## src/rtl/vlpd_pkg.sv

```systemverilog
`default_nettype none

package vlpd_pkg;

    // Parser phases, one-hot encoded.
    typedef enum logic [4:0] {
        PH_HDR0 = 5'b00001,
        PH_HDR1 = 5'b00010,
        PH_INST = 5'b00100,
        PH_LEN  = 5'b01000,
        PH_PAY  = 5'b10000
    } phase_t;

    // Number of bytes in the instance id.
    localparam logic [2:0] INST_BYTES = 3'd4;

    // Width of the packed output data word.
    localparam int TDATA_W = 80;

    // One result word of the deframer.
    typedef struct packed {
        logic [13:0] packet_id;
        logic [31:0] instance_id;
        logic [23:0] packet_length;
        logic [7:0]  payload_byte;
        logic        payload_valid;
        logic        last_of_packet;
    } res_t;

endpackage

`default_nettype wire

```

## src/rtl/variable_length_packet_deframer_core.sv

```systemverilog
// Each result word is registered in the output stage before it appears on m_axis.
// One byte per cycle while the skid is empty; parser state updates on each accepted byte.
// A one-entry skid behind the result register holds one result while the output stalls.
// Reset (rst_n, asynchronous, active low) returns the parser to the first header
// byte, clears all field registers, empties the output stage and clears is_sending.
`default_nettype none

module variable_length_packet_deframer_core
    import vlpd_pkg::*;
(
    input  wire logic               clk,
    input  wire logic               rst_n,
    input  wire logic               cfg_we,
    input  wire logic               cfg_wdata,       // is_sending
    input  wire logic               s_axis_tvalid,
    output logic                    s_axis_tready,
    input  wire logic [7:0]         s_axis_tdata,    // data_byte
    output logic                    m_axis_tvalid,
    input  wire logic               m_axis_tready,
    // packet_id[13:0], instance_id[45:14], packet_length[69:46],
    // payload_byte[77:70], zero fill[79:78]
    output logic [TDATA_W-1:0]      m_axis_tdata,
    output logic                    m_axis_tlast,    // last_of_packet
    output logic                    m_axis_tuser     // payload_valid
);

    logic step;
    logic res_valid;
    res_t res;
    res_t out_res;

    // A byte is taken when both sides of the input handshake agree.
    assign step = s_axis_tvalid && s_axis_tready;

    vlpd_parser u_parser (
        .clk       (clk),
        .rst_n     (rst_n),
        .cfg_we    (cfg_we),
        .cfg_wdata (cfg_wdata),
        .step      (step),
        .data_byte (s_axis_tdata),
        .res_valid (res_valid),
        .res       (res)
    );

    vlpd_out_stage u_out (
        .clk       (clk),
        .rst_n     (rst_n),
        .push      (res_valid),
        .push_res  (res),
        .in_ready  (s_axis_tready),
        .out_valid (m_axis_tvalid),
        .out_ready (m_axis_tready),
        .out_res   (out_res)
    );

    // Pack the result fields onto the output bus.
    assign m_axis_tdata = {2'b00, out_res.payload_byte, out_res.packet_length,
                           out_res.instance_id, out_res.packet_id};
    assign m_axis_tlast = out_res.last_of_packet;
    assign m_axis_tuser = out_res.payload_valid;

    // An empty result always closes its packet.
    a_empty_is_last: assert property (@(posedge clk) disable iff (!rst_n)
        (m_axis_tvalid && !m_axis_tuser) |-> m_axis_tlast)
        else $error("empty result without last marker");

    // An empty result carries a zero payload byte and a zero length.
    a_empty_zero: assert property (@(posedge clk) disable iff (!rst_n)
        (m_axis_tvalid && !m_axis_tuser) |->
        (m_axis_tdata[77:70] == 8'h00 && m_axis_tdata[69:46] == 24'd0))
        else $error("empty result with nonzero payload or length");

    // The input closes only when the skid is full, so a result must be waiting.
    a_ready_backpressure: assert property (@(posedge clk) disable iff (!rst_n)
        !s_axis_tready |-> m_axis_tvalid)
        else $error("input stalled with no result pending");

endmodule

`default_nettype wire

```

## src/rtl/vlpd_parser.sv

```systemverilog
`default_nettype none

module vlpd_parser
    import vlpd_pkg::*;
(
    input  wire logic       clk,
    input  wire logic       rst_n,
    input  wire logic       cfg_we,
    input  wire logic       cfg_wdata,
    input  wire logic       step,
    input  wire logic [7:0] data_byte,
    output logic            res_valid,
    output res_t            res
);

    logic        is_sending_reg;
    phase_t      phase_reg, phase_next;
    logic [15:0] header_reg, header_next;
    logic [31:0] inst_reg, inst_next;
    logic [23:0] len_reg, len_next;
    logic [2:0]  cnt_reg, cnt_next;
    logic [23:0] rem_reg, rem_next;
    logic        emit;
    logic [7:0]  emit_byte;
    logic        emit_valid;
    logic        emit_last;

    // Configuration register.
    always_ff @(posedge clk or negedge rst_n)
    begin
        if (!rst_n)
        begin
            is_sending_reg <= 1'b0;
        end
        else if (cfg_we)
        begin
            is_sending_reg <= cfg_wdata;
        end
    end

    // Next-state logic for one incoming byte.
    always_comb
    begin
        phase_next  = phase_reg;
        header_next = header_reg;
        inst_next   = inst_reg;
        len_next    = len_reg;
        cnt_next    = cnt_reg;
        rem_next    = rem_reg;
        emit        = 1'b0;
        emit_byte   = 8'h00;
        emit_valid  = 1'b0;
        emit_last   = 1'b0;
        case (phase_reg)
            PH_HDR1:
            begin
                header_next = {header_reg[15:8], data_byte};
                cnt_next    = 3'd0;
                if (is_sending_reg)
                begin
                    phase_next = PH_INST;
                end
                else
                begin
                    len_next = 24'd0;
                    if (data_byte[1:0] == 2'd0)
                    begin
                        emit       = 1'b1;
                        emit_last  = 1'b1;
                        phase_next = PH_HDR0;
                    end
                    else
                    begin
                        phase_next = PH_LEN;
                    end
                end
            end
            PH_INST:
            begin
                inst_next = {inst_reg[23:0], data_byte};
                cnt_next  = cnt_reg + 3'd1;
                if (cnt_next >= INST_BYTES)
                begin
                    len_next = 24'd0;
                    cnt_next = 3'd0;
                    if (header_reg[1:0] == 2'd0)
                    begin
                        emit       = 1'b1;
                        emit_last  = 1'b1;
                        phase_next = PH_HDR0;
                    end
                    else
                    begin
                        phase_next = PH_LEN;
                    end
                end
            end
            PH_LEN:
            begin
                len_next = {len_reg[15:0], data_byte};
                cnt_next = cnt_reg + 3'd1;
                if (cnt_next >= {1'b0, header_reg[1:0]})
                begin
                    if (len_next == 24'd0)
                    begin
                        emit       = 1'b1;
                        emit_last  = 1'b1;
                        phase_next = PH_HDR0;
                    end
                    else
                    begin
                        rem_next   = len_next;
                        phase_next = PH_PAY;
                    end
                end
            end
            PH_PAY:
            begin
                rem_next   = rem_reg - 24'd1;
                emit       = 1'b1;
                emit_byte  = data_byte;
                emit_valid = 1'b1;
                if (rem_next == 24'd0)
                begin
                    emit_last  = 1'b1;
                    phase_next = PH_HDR0;
                end
            end
            default:
            begin
                // First header byte; also taken for any unreachable phase code.
                header_next = {data_byte, 8'h00};
                inst_next   = 32'd0;
                len_next    = 24'd0;
                cnt_next    = 3'd0;
                rem_next    = 24'd0;
                phase_next  = PH_HDR1;
            end
        endcase
    end

    // The result carries the fields as they stand after this byte.
    assign res_valid          = step && emit;
    assign res.packet_id      = header_next[15:2];
    assign res.instance_id    = inst_next;
    assign res.packet_length  = len_next;
    assign res.payload_byte   = emit_byte;
    assign res.payload_valid  = emit_valid;
    assign res.last_of_packet = emit_last;

    // Parser state registers, updated on each accepted byte.
    always_ff @(posedge clk or negedge rst_n)
    begin
        if (!rst_n)
        begin
            phase_reg  <= PH_HDR0;
            header_reg <= 16'd0;
            inst_reg   <= 32'd0;
            len_reg    <= 24'd0;
            cnt_reg    <= 3'd0;
            rem_reg    <= 24'd0;
        end
        else if (step)
        begin
            phase_reg  <= phase_next;
            header_reg <= header_next;
            inst_reg   <= inst_next;
            len_reg    <= len_next;
            cnt_reg    <= cnt_next;
            rem_reg    <= rem_next;
        end
    end

endmodule

`default_nettype wire

```

## src/rtl/vlpd_out_stage.sv

```systemverilog
`default_nettype none

module vlpd_out_stage
    import vlpd_pkg::*;
(
    input  wire logic clk,
    input  wire logic rst_n,
    input  wire logic push,
    input  wire res_t push_res,
    output logic      in_ready,
    output logic      out_valid,
    input  wire logic out_ready,
    output res_t      out_res
);

    logic main_valid_reg;
    res_t main_reg;
    logic skid_valid_reg;
    res_t skid_reg;

    // Input side stays open until the skid entry is occupied.
    assign in_ready  = !skid_valid_reg;
    assign out_valid = main_valid_reg;
    assign out_res   = main_reg;

    // Control: main result register with one skid entry behind it.
    always_ff @(posedge clk or negedge rst_n)
    begin
        if (!rst_n)
        begin
            main_valid_reg <= 1'b0;
            skid_valid_reg <= 1'b0;
        end
        else if (!main_valid_reg || out_ready)
        begin
            if (skid_valid_reg)
            begin
                main_valid_reg <= 1'b1;
                skid_valid_reg <= 1'b0;
            end
            else
            begin
                main_valid_reg <= push;
            end
        end
        else if (push)
        begin
            skid_valid_reg <= 1'b1;
        end
    end

    // Payload of the two entries.
    always_ff @(posedge clk)
    begin
        if (!main_valid_reg || out_ready)
        begin
            if (skid_valid_reg)
            begin
                main_reg <= skid_reg;
            end
            else if (push)
            begin
                main_reg <= push_res;
            end
        end
        else if (push)
        begin
            skid_reg <= push_res;
        end
    end

endmodule

`default_nettype wire

```

## config.mk

```make
export PLATFORM = sky130hd
export DESIGN_NAME = variable_length_packet_deframer_core
export DESIGN_NICKNAME = d
export VERILOG_FILES = /design/src/rtl/vlpd_pkg.sv /design/src/rtl/variable_length_packet_deframer_core.sv /design/src/rtl/vlpd_parser.sv /design/src/rtl/vlpd_out_stage.sv
export SDC_FILE = /design/constraint.sdc
export NUM_CORES = 1
export LEC_CHECK = 0
export ABC_AREA = 1
export BUFFER_PORTS_ARGS = -buffer_cell sky130_fd_sc_hd__buf_2
export CORE_MARGIN = 5
export CORE_UTILIZATION = 45
export CTS_CLUSTER_DIAMETER = 200
export DETAILED_ROUTE_END_ITERATION = 8
export PLACE_DENSITY_LB_ADDON = 0.3
export SLEW_MARGIN = 20
export SYNTH_ARGS = -nofsm -noshare
export SYNTH_HDL_FRONTEND = slang
export SYNTH_SLANG_ARGS = --single-unit
```

## constraint.sdc

```tcl
create_clock -name clk -period 7.8 [get_ports clk]
set_input_delay 1.17 -clock clk [delete_from_list [all_inputs] [get_ports clk]]
set_output_delay 1.17 -clock clk [all_outputs]
set_load 0.005 [all_outputs]
```

==> results of run 1 <==
-- layer usage --
| metal | part of all wire | track usage | vias up | routed length [um] |
|---|---|---|---|---|
| li1 | - | - | 4244 | - |
| met5 | 0.00050 | 0 | - | 14 |
| met1 | 0.46 | 0.2796 | 4174 | 12720 |
| met2 | 0.45 | 0.2828 | 279 | 12630 |
| met4 | 0.015 | 0.03520 | 4 | 403 |
| met3 | 0.072 | 0.03589 | 36 | 2007 |
-- worst paths after layout --
check,endpoint,cells after the start
setup / recovery,u_out.skid_reg[46],7
hold / removal,u_parser.header_reg[15],2
max in group asynchronous,u_parser.inst_reg[2],2
hold reg to reg,u_parser.header_reg[15],2
setup reg to reg,u_out.skid_reg[46],7
min in group asynchronous,u_parser.len_reg[10],1
-- logic make-up (layout without fill, tap and decap cells) --
kind of cell	Yosys count	in the layout	synth area share
adder cells (fa/ha/maj)	5	5	0.005287
XOR/XNOR	5	5	0.003701
other	1	2	0.0003169
AND/OR/NAND/NOR	583	583	0.2063
AO/OA/AOI/OAI	202	202	0.09315
buffers and inverters	177	280	0.05889
flip-flops	267	267	0.6324
-- placed cells by master (no fill, tap or decap), types with 2 or more instances in the layout --
cell type,count
clkinv_1,5
inv_2,6
buf_2,94
nor2_4,6
xnor2_1,3
nor2_1,72
nand2_4,5
o21ai_1,15
conb_1,2
xor2_1,2
edfxtp_1,160
nand2_2,6
o22ai_1,35
buf_4,9
ha_1,5
nand4_1,12
nand3_1,27
o22ai_2,3
nor3_1,2
dfrtp_1,105
inv_1,117
bufinv_16,5
a31oi_1,15
or2_2,9
clkbuf_16,29
nor2_2,8
nor2_8,2
clkbuf_1,8
nand2_1,428
clkinv_2,3
o21ai_0,130
a21oi_1,2
nand3b_1,2
-- final cells by class --
cell class | instances | share of cell area
sequential | 267 | 0.5520
multi-input combinational | 797 | 0.2713
timing repair buffer | 103 | 0.03968
clock inverter | 14 | 0.01449
inverter | 125 | 0.03479
clock buffer | 38 | 0.05676
tap | 335 | 0.03092
-- power groups by stage --
stage	logic [mW]	clock network (mW)	registers [mW]
floorplan	0.935	0	1.86
finish	1.30	1.39	1.85
global placement	1.28	0	1.87
global route	1.46	1.47	1.87
detailed placement	1.29	0	1.88
CTS	1.30	1.42	1.85
-- tightest hold or removal path, delay by kind of cell, from the launching register on --
kind            cells  cell delay, ns
flops               1            0.34
compound gates      1            0.06
simple gates        1            0.05
==> results.json, run 1 <==
{
  "dpl_worst_slack_ns": 3.111,
  "htree_levels": 1,
  "die_w_um": 172.2,
  "synthDistinctLibCells": 38,
  "avgSynthCellArea_sq_um": 9.543,
  "root_buffer": "clkbuf_16",
  "grt_start_max_net_pins": 116,
  "die_h_um": 172.2,
  "setup-tns-final_ns": 0,
  "reg2reg_from": "u_out.skid_valid_reg",
  "min-delay-path-class": "flip-flop to flip-flop",
  "seqCellArea_sq_um": 7485,
  "cts_made_buffers": 28,
  "ys_seq_area_frac": 0.6324,
  "fin_area_sq_um": 13560,
  "synth_ff_type": "edfxtp_1",
  "clock_latency_ns": 0.53,
  "finalCriticalPeriod_ns": 4.639,
  "ys_top_cells_by_count": "nand2_1 (428), edfxtp_1 (160), o21ai_0 (130)",
  "ctsResizeCount": 0,
  "via_count": 8737,
  "fin_ws_ns": 3.161,
  "max_slew.worst_pin.slew_ns": 1.073,
  "finalNonFillerCells": 1679,
  "fin_worst_hold_slack_ns": 0.4818,
  "swShare": 0.3465,
  "grt_use_total": 0.1850,
  "crit_chain": "inv_4, nand2_1, inv_2, buf_4, nand2_1, nor2_4, buf_4",
  "routedWlPerCell_um": 16.55,
  "combPwrFrac": 0.286,
  "clkPwrFrac": 0.306,
  "grt_pass1_vias": 8152,
  "cts_buffer_depth": 3,
  "grt_setup_unrepaired": "false",
  "fin_skew_ns": 0.01060,
  "finish.utilization": 0.5218,
  "overflow": 0,
  "ys_ff_latch": 267,
  "slew_headroom": 0.2848,
  "slowest_stage": "buf_4",
  "startpoint": "u_out.skid_valid_reg",
  "max-cap-violations": 0,
  "viasPerCell": 5.204,
  "power_density_nw_per_um2": 335.3,
  "min_from": "u_parser.header_reg[15]",
  "nFillCells": 2360,
  "p_seq_frac": 0.408,
  "critPathMaxStageDelay_ns": 0.78,
  "io_buffer_count": 95,
  "hold_viol": 0,
  "dp_hpwl_um": 18640,
  "holdBufCountCts": 0,
  "post_cts_buffers": 0,
  "drc": 0,
  "p_leak_nw": 5.697,
  "crit_family": "buffers and inverters",
  "initial_core_util": 0.4554,
  "ios": 98,
  "start_kind": "flip-flop",
  "tritoncts": "done",
  "p_int_mw": 2.971,
  "vdd.ir_drop.worst_mv": 0.2028,
  "antenna_found_initial": 2,
  "status": "finished, final reports clean",
  "synth_top_area_frac": 0.4060,
  "slew_violations": 0,
  "grt_pass1_wl_um": 44050,
  "synthCells": 1240,
  "core_area_sq_um": 25980,
  "nNetsFinal": 1341,
  "path_max_fanout": 115,
  "finalSetupViolCount": 0,
  "multi_input_area_sq_um": 3679,
  "ys_warn_count": 0,
  "crit_type": "flip-flop to flip-flop",
  "diodes": 0,
  "netlist_area_sq_um": 11830,
  "dieArea_sq_um": 29640,
  "period_share": 0.5948,
  "cp-end-kind": "flip-flop",
  "cts_sinks": 267,
  "areaGrowthSynthToFinish_pct": 14.57,
  "dp.cells": 1627,
  "path_buf_inv": 4,
  "synthTopCellsByArea": "edfxtp_1 (41%), dfrtp_1 (22%), nand2_1 (14%)",
  "gp_congestion": 0.8967,
  "clkSlewWorstSetupHoldPaths_ns": 0.06,
  "rows": 59,
  "dr.pass1.iters": 5,
  "p_sw_mw": 1.575,
  "fmax_ghz": 0.2155,
  "post_dp_cell_area_sq_um": 12590,
  "synth-async-reset-ratio": 0.4007,
  "yosysTopAreaCell": "edfxtp_1",
  "drive_gt1_frac": 0.1451,
  "ant_nets": 0,
  "r2r_slack_ns": 3.16,
  "worstPathArrival_ns": 4.80,
  "drt_wl_total_um": 27780,
  "required_ns": 7.96,
  "synth_edf_count": 160,
  "first_iter_violations": 906,
  "finalPower_mw": 4.546,
  "synth_most_common_cell": "nand2_1"
}
(Power assumes the default switching activity.)
==> run 2, diff against run 1 <==
- ABC_AREA: 1 -> 0
- clock period: 7.8 -> 4.45 ns (I/O delays scaled with it)
==> run 2 against run 1 <==
  * Via count shrank 9.6%
  * Largest power group unchanged
  * Non-clock buffer count grew 6
  * Clock-buffer cell count shrank 3
  * Flip-flop and latch count is the same
  * Critical path type unchanged
  * Maximum frequency grew 48%
  * Register-to-register slack lost 1.8 ns
  * Highest routed layer unchanged
  * Utilization shrank 0.45 points
  * First-iteration DRC count shrank 16%
  * Global-route usage is essentially flat
==> results.json, run 2 <==
{
  "rows": 59,
  "drc": 0,
  "final_cell_mix": "edfxtp_1 (160), nand2_1 (155), dfrtp_1 (106), buf_2 (94), mux2_2 (87)",
  "synthCells": 921,
  "grt_start_max_net_pins": 79,
  "synth_edf_count": 160,
  "holdBufCountCts": 0,
  "ctsResizeCount": 0,
  "dr.pass1.iters": 5,
  "ys_top_cells_by_count": "edfxtp_1 (160), nand2_1 (155), dfrtp_1 (106)",
  "ant_nets": 0,
  "areaGrowthSynthToFinish_pct": 14.35,
  "synthDistinctLibCells": 55,
  "fin_skew_ns": 0.01323,
  "synth_top_area_frac": 0.4123,
  "cts_buffer_depth": 3,
  "drt_wl_total_um": 27670,
  "fin_ws_ns": 1.319,
  "vdd.ir_drop.worst_mv": 0.2709,
  "ys_seq_area_frac": 0.6422,
  "finalCriticalPeriod_ns": 3.131,
  "via_count": 7897,
  "fmax_ghz": 0.3194,
  "grt_setup_unrepaired": "false",
  "first_iter_violations": 761,
  "synth_ff_type": "edfxtp_1",
  "startpoint": "u_parser.cnt_reg[0]",
  "dieArea_sq_um": 29220,
  "hold_viol": 0,
  "final_common_cell": "edfxtp_1",
  "clock_latency_ns": 0.54,
  "ios": 98,
  "nNetsFinal": 1019,
  "diodes": 0,
  "worstPathArrival_ns": 3.34,
  "p_leak_nw": 5.530,
  "post_cts_buffers": 0,
  "cts_sinks": 267,
  "finalNonFillerCells": 1356,
  "initial_core_util": 0.4523,
  "gp_congestion": 0.9164,
  "period_share": 0.7036,
  "nFillCells": 2150,
  "status": "finished, final reports clean",
  "max-cap-violations": 0,
  "netlist_area_sq_um": 11650,
  "path_max_fanout": 46,
  "avgSynthCellArea_sq_um": 12.65,
  "cts_made_buffers": 27,
  "synthTopCellsByArea": "edfxtp_1 (41%), dfrtp_1 (23%), mux2_2 (8.4%)",
  "dpl_worst_slack_ns": 1.239,
  "synth_most_common_cell": "edfxtp_1",
  "htree_levels": 1,
  "required_ns": 4.66,
  "cp-end-kind": "flip-flop",
  "min-delay-path-class": "input pin to async pin",
  "power_density_nw_per_um2": 611.7,
  "grt_pass1_wl_um": 43260,
  "ys_ff_latch": 267,
  "max_slew.worst_pin.slew_ns": 1.102,
  "die_h_um": 170.9,
  "reg2reg_from": "u_parser.cnt_reg[0]",
  "drive_gt1_frac": 0.2547,
  "overflow": 0,
  "antenna_found_initial": 1,
  "die_w_um": 170.9,
  "grt_pass1_vias": 7298,
  "dp_hpwl_um": 17400,
  "start_kind": "flip-flop",
  "ys_warn_count": 0,
  "routedWlPerCell_um": 20.40,
  "dp.cells": 1305,
  "yosysTopAreaCell": "edfxtp_1",
  "synth-async-reset-ratio": 0.4007,
  "core_area_sq_um": 25760,
  "io_buffer_count": 95,
  "grt_use_total": 0.1848,
  "slew_violations": 0,
  "tritoncts": "done",
  "viasPerCell": 5.824,
  "finalSetupViolCount": 0,
  "setup-tns-final_ns": 0,
  "clkSlewWorstSetupHoldPaths_ns": 0.06,
  "slew_headroom": 0.2651,
  "root_buffer": "clkbuf_16",
  "crit_type": "flip-flop to flip-flop"
}
run 2: cell count changes after synthesis, moves of 15 or more:
cell / previous run / this run
nor3_1: 2 / 17
a21oi_1: 2 / 30
mux2_2: 0 / 87
o21ai_0: 130 / 58
o22ai_1: 35 / 2
a32o_1: 0 / 23
clkbuf_1: 28 / 54
nand3_1: 27 / 10
a22o_1: 0 / 67
inv_1: 118 / 8
nand2_1: 428 / 155
nor2_1: 74 / 42
run 2: report_power, final:
group | leakage, nW | internal [mW] | switching, mW
registers | 2.95 | 3.06 | 0.266
clock network | 0.432 | 1.27 | 0.941
logic | 2.15 | 0.886 | 1.73
total | 5.53 | 5.22 | 2.94
run 2: routing by layer:
metal | up-vias | track usage | routed length (um) | part of all wire
met1 | 3928 | 0.3011 | 13280 | 0.48
met4 | 2 | 0.04065 | 449 | 0.016
met3 | 43 | 0.02773 | 2015 | 0.073
li1 | 3631 | - | - | -
met2 | 293 | 0.2612 | 11910 | 0.43
met5 | - | 0 | 13 | 0.00047
run 2: area by class of cell:
type / count / area, sq um / area share
timing repair buffer: 109 / 599.3 / 0.04497
sequential: 267 / 7483 / 0.5615
clock buffer: 35 / 725.7 / 0.05446
inverter: 9 / 33.78 / 0.002535
tap: 335 / 419.2 / 0.03145
clock inverter: 15 / 135.1 / 0.01014
multi-input combinational: 586 / 3930 / 0.2949
run 2: through the flow:
step | cell area (sq um) | hold slack, ns | power (mW) | utilization
floorplan | 11660 | 0.3719 | 5.154 | -
detailed placement | 12450 | 0.4607 | 5.929 | 0.4834
global route | 13330 | 0.09084 | 8.581 | 0.5173
global placement | 12450 | 0.4534 | 5.917 | 0.4834
finish | 13330 | 0.07002 | 8.152 | 0.5173
CTS | 13320 | 0.07670 | 8.152 | 0.5168
run 2: logic make-up after synthesis:
logic type,Yosys count,share of synthesized area
XOR/XNOR,2,0.001503
AND/OR/NAND/NOR,275,0.1084
flip-flops,267,0.6422
AO/OA/AOI/OAI,215,0.1346
buffers and inverters,69,0.02351
adder cells (fa/ha/maj),5,0.005368
other,1,0.0003218
multiplexers,87,0.08407
run 2: critical path: stages (launching register included):
cell and delay (ns):
dfrtp_1 0.41, ha_1 0.33, ha_1 0.28, a211oi_1 0.36
nor2_1 0.08, a221oi_1 0.48, a21oi_1 0.20, nor2_1 0.27
a21oi_4 0.05, buf_4 0.31
run 2: final timing paths:
kind                                            to  cells past startpoint  slack [ns]
max in group asynchronous     u_parser.len_reg[17]                      2        3.40
min                           u_out.skid_valid_reg                      1        0.07
max                              u_out.out_res[27]                      9        1.32
min in group clk           u_parser.is_sending_reg                      2        0.37
max reg2reg                      u_out.out_res[27]                      9        1.32
min reg2reg                 u_parser.header_reg[8]                      2        0.47
==> run 3, diff against run 2 <==
- clock period: 4.45 -> 3.3 ns (I/O delays scaled with it)
==> run 3 against run 2 <==
  * Sequential share of layout area decreased by 1.3 points
  * Sequential power up 34%
  * Total power is 37% higher
  * Largest power group unchanged
  * First-iteration DRC count decreased by 2.4%
  * Worst hold slack gained 0.14 ns
  * Highest routed layer unchanged
  * Global-route usage shrank 0.074 points
  * Final cell count increased by 1.6%
==> results.json, run 3 (synthesized netlist as in run 2, its figures left out) <==
{
  "status": "finished, final reports clean",
  "final_cell_mix": "edfxtp_1 (160), nand2_1 (155), dfrtp_1 (106), buf_2 (94), mux2_2 (87)",
  "htree_levels": 1,
  "viasPerCell": 5.707,
  "min-delay-path-class": "input pin to flip-flop",
  "routedWlPerCell_um": 19.88,
  "slew_headroom": 0.2662,
  "fin_worst_hold_slack_ns": 0.2144,
  "dieArea_sq_um": 29220,
  "root_buffer": "clkbuf_16",
  "clock_latency_ns": 0.53,
  "finalPower_mw": 11.19,
  "die_h_um": 170.9,
  "power_density_nw_per_um2": 820.5,
  "finish.utilization": 0.5293,
  "seqCellArea_sq_um": 7483,
  "finalCriticalPeriod_ns": 2.931,
  "post_cts_buffers": 0,
  "dr.pass1.iters": 5,
  "fmax_ghz": 0.3412,
  "grt_setup_unrepaired": "false",
  "rows": 59,
  "p_leak_nw": 5.689,
  "via_count": 7864,
  "gp_congestion": 0.8754,
  "cts_sinks": 267,
  "overflow": 0,
  "grt_use_total": 0.1841,
  "dp_hpwl_um": 17110,
  "cts_buffer_depth": 3,
  "finalNonFillerCells": 1378,
  "nFillCells": 2166,
  "max-cap-violations": 0,
  "grt_pass1_vias": 7526,
  "final_common_cell": "edfxtp_1",
  "cts_made_buffers": 26,
  "grt_start_max_net_pins": 81,
  "ios": 98,
  "slew_violations": 0,
  "start_kind": "flip-flop",
  "grt_pass1_wl_um": 43070,
  "fin_skew_ns": 0.01174,
  "first_iter_violations": 743,
  "period_share": 0.8882,
  "drive_gt1_frac": 0.2800,
  "initial_core_util": 0.4523,
  "vdd.ir_drop.worst_mv": 0.5316,
  "dp.cells": 1328,
  "drc": 0,
  "ant_nets": 0,
  "areaGrowthSynthToFinish_pct": 17.02,
  "tritoncts": "done",
  "io_buffer_count": 95,
  "antenna_found_initial": 1,
  "cp-end-kind": "flip-flop",
  "max_slew.worst_pin.slew_ns": 1.101,
  "core_area_sq_um": 25760,
  "multi_input_area_sq_um": 3956,
  "hold_viol": 0,
  "diodes": 0,
  "drt_wl_total_um": 27400,
  "finalSetupViolCount": 0,
  "die_w_um": 170.9,
  "clkSlewWorstSetupHoldPaths_ns": 0.06,
  "worstPathArrival_ns": 3.29,
  "crit_type": "flip-flop to flip-flop",
  "required_ns": 3.66,
  "path_max_fanout": 5,
  "nNetsFinal": 1042
}
==> run 3: routing by layer <==
| layer | track usage | wire [um] |
|---|---|---|
| met5 | 0 | 7 |
| met3 | 0.02796 | 1964 |
| met4 | 0.04685 | 541 |
| met2 | 0.2742 | 12190 |
| met1 | 0.2845 | 12690 |
==> run 3: metrics by stage <==
stage / worst slack (ns) / instance area [sq um] / TNS (ns)
after floorplan: -0.009459 / 11700 / -0.7567
after global placement: 0.07625 / 12670 / 0
after detailed placement: 0.08440 / 12670 / 0
after CTS: 0.2785 / 13620 / 0
after global routing: 0.1308 / 13640 / 0
final: 0.3689 / 13640 / 0
==> run 3: area by class of cell <==
type	count	area share
tap	335	0.03074
inverter	9	0.002569
multi-input combinational	586	0.2901
clock inverter	16	0.01266
sequential	267	0.5488
timing repair buffer	133	0.05890
clock buffer	32	0.05624
==> run 3: where the power goes <==
part	total, mW	switching [mW]	internal, mW
Clock	3.17	1.28	1.89
Sequential	4.47	0.342	4.12
Combinational	3.55	2.26	1.29
Total	11.2	3.88	7.31
==> run 3: path summary, 6_finish.rpt <==
| check | from | endpoint | slack [ns] | depth (start not counted) |
|---|---|---|---|---|
| hold reg to reg | u_parser.inst_reg[31] | u_parser.inst_reg[31] | 0.47 | 2 |
| min in group asynchronous | rst_n | u_parser.rem_reg[17] | 0.45 | 2 |
| setup reg to reg | u_parser.rem_reg[0] | u_out.out_res[0] | 0.37 | 9 |
| max in group asynchronous | rst_n | u_parser.phase_reg[0] | 2.05 | 3 |
| setup / recovery | u_parser.rem_reg[0] | u_out.out_res[0] | 0.37 | 9 |
| hold / removal | cfg_wdata | u_parser.is_sending_reg | 0.21 | 2 |
==> run 3: worst max-delay path: stages (launching register included) <==
cell and delay, ns:
dfrtp_1 0.42, inv_1 0.12, ha_1 0.17, or3b_2 0.54
nor4b_1 0.29, o21ai_0 0.13, a221oi_1 0.31, nand4_1 0.17
or4_4 0.46, o31ai_4 0.17
==> run 3: repair_timing <==
item                                   4_1_cts  5_1_grt
gates resized for setup                      0        0
endpoints found under the hold margin       29        0
hold buffers                                 1        0
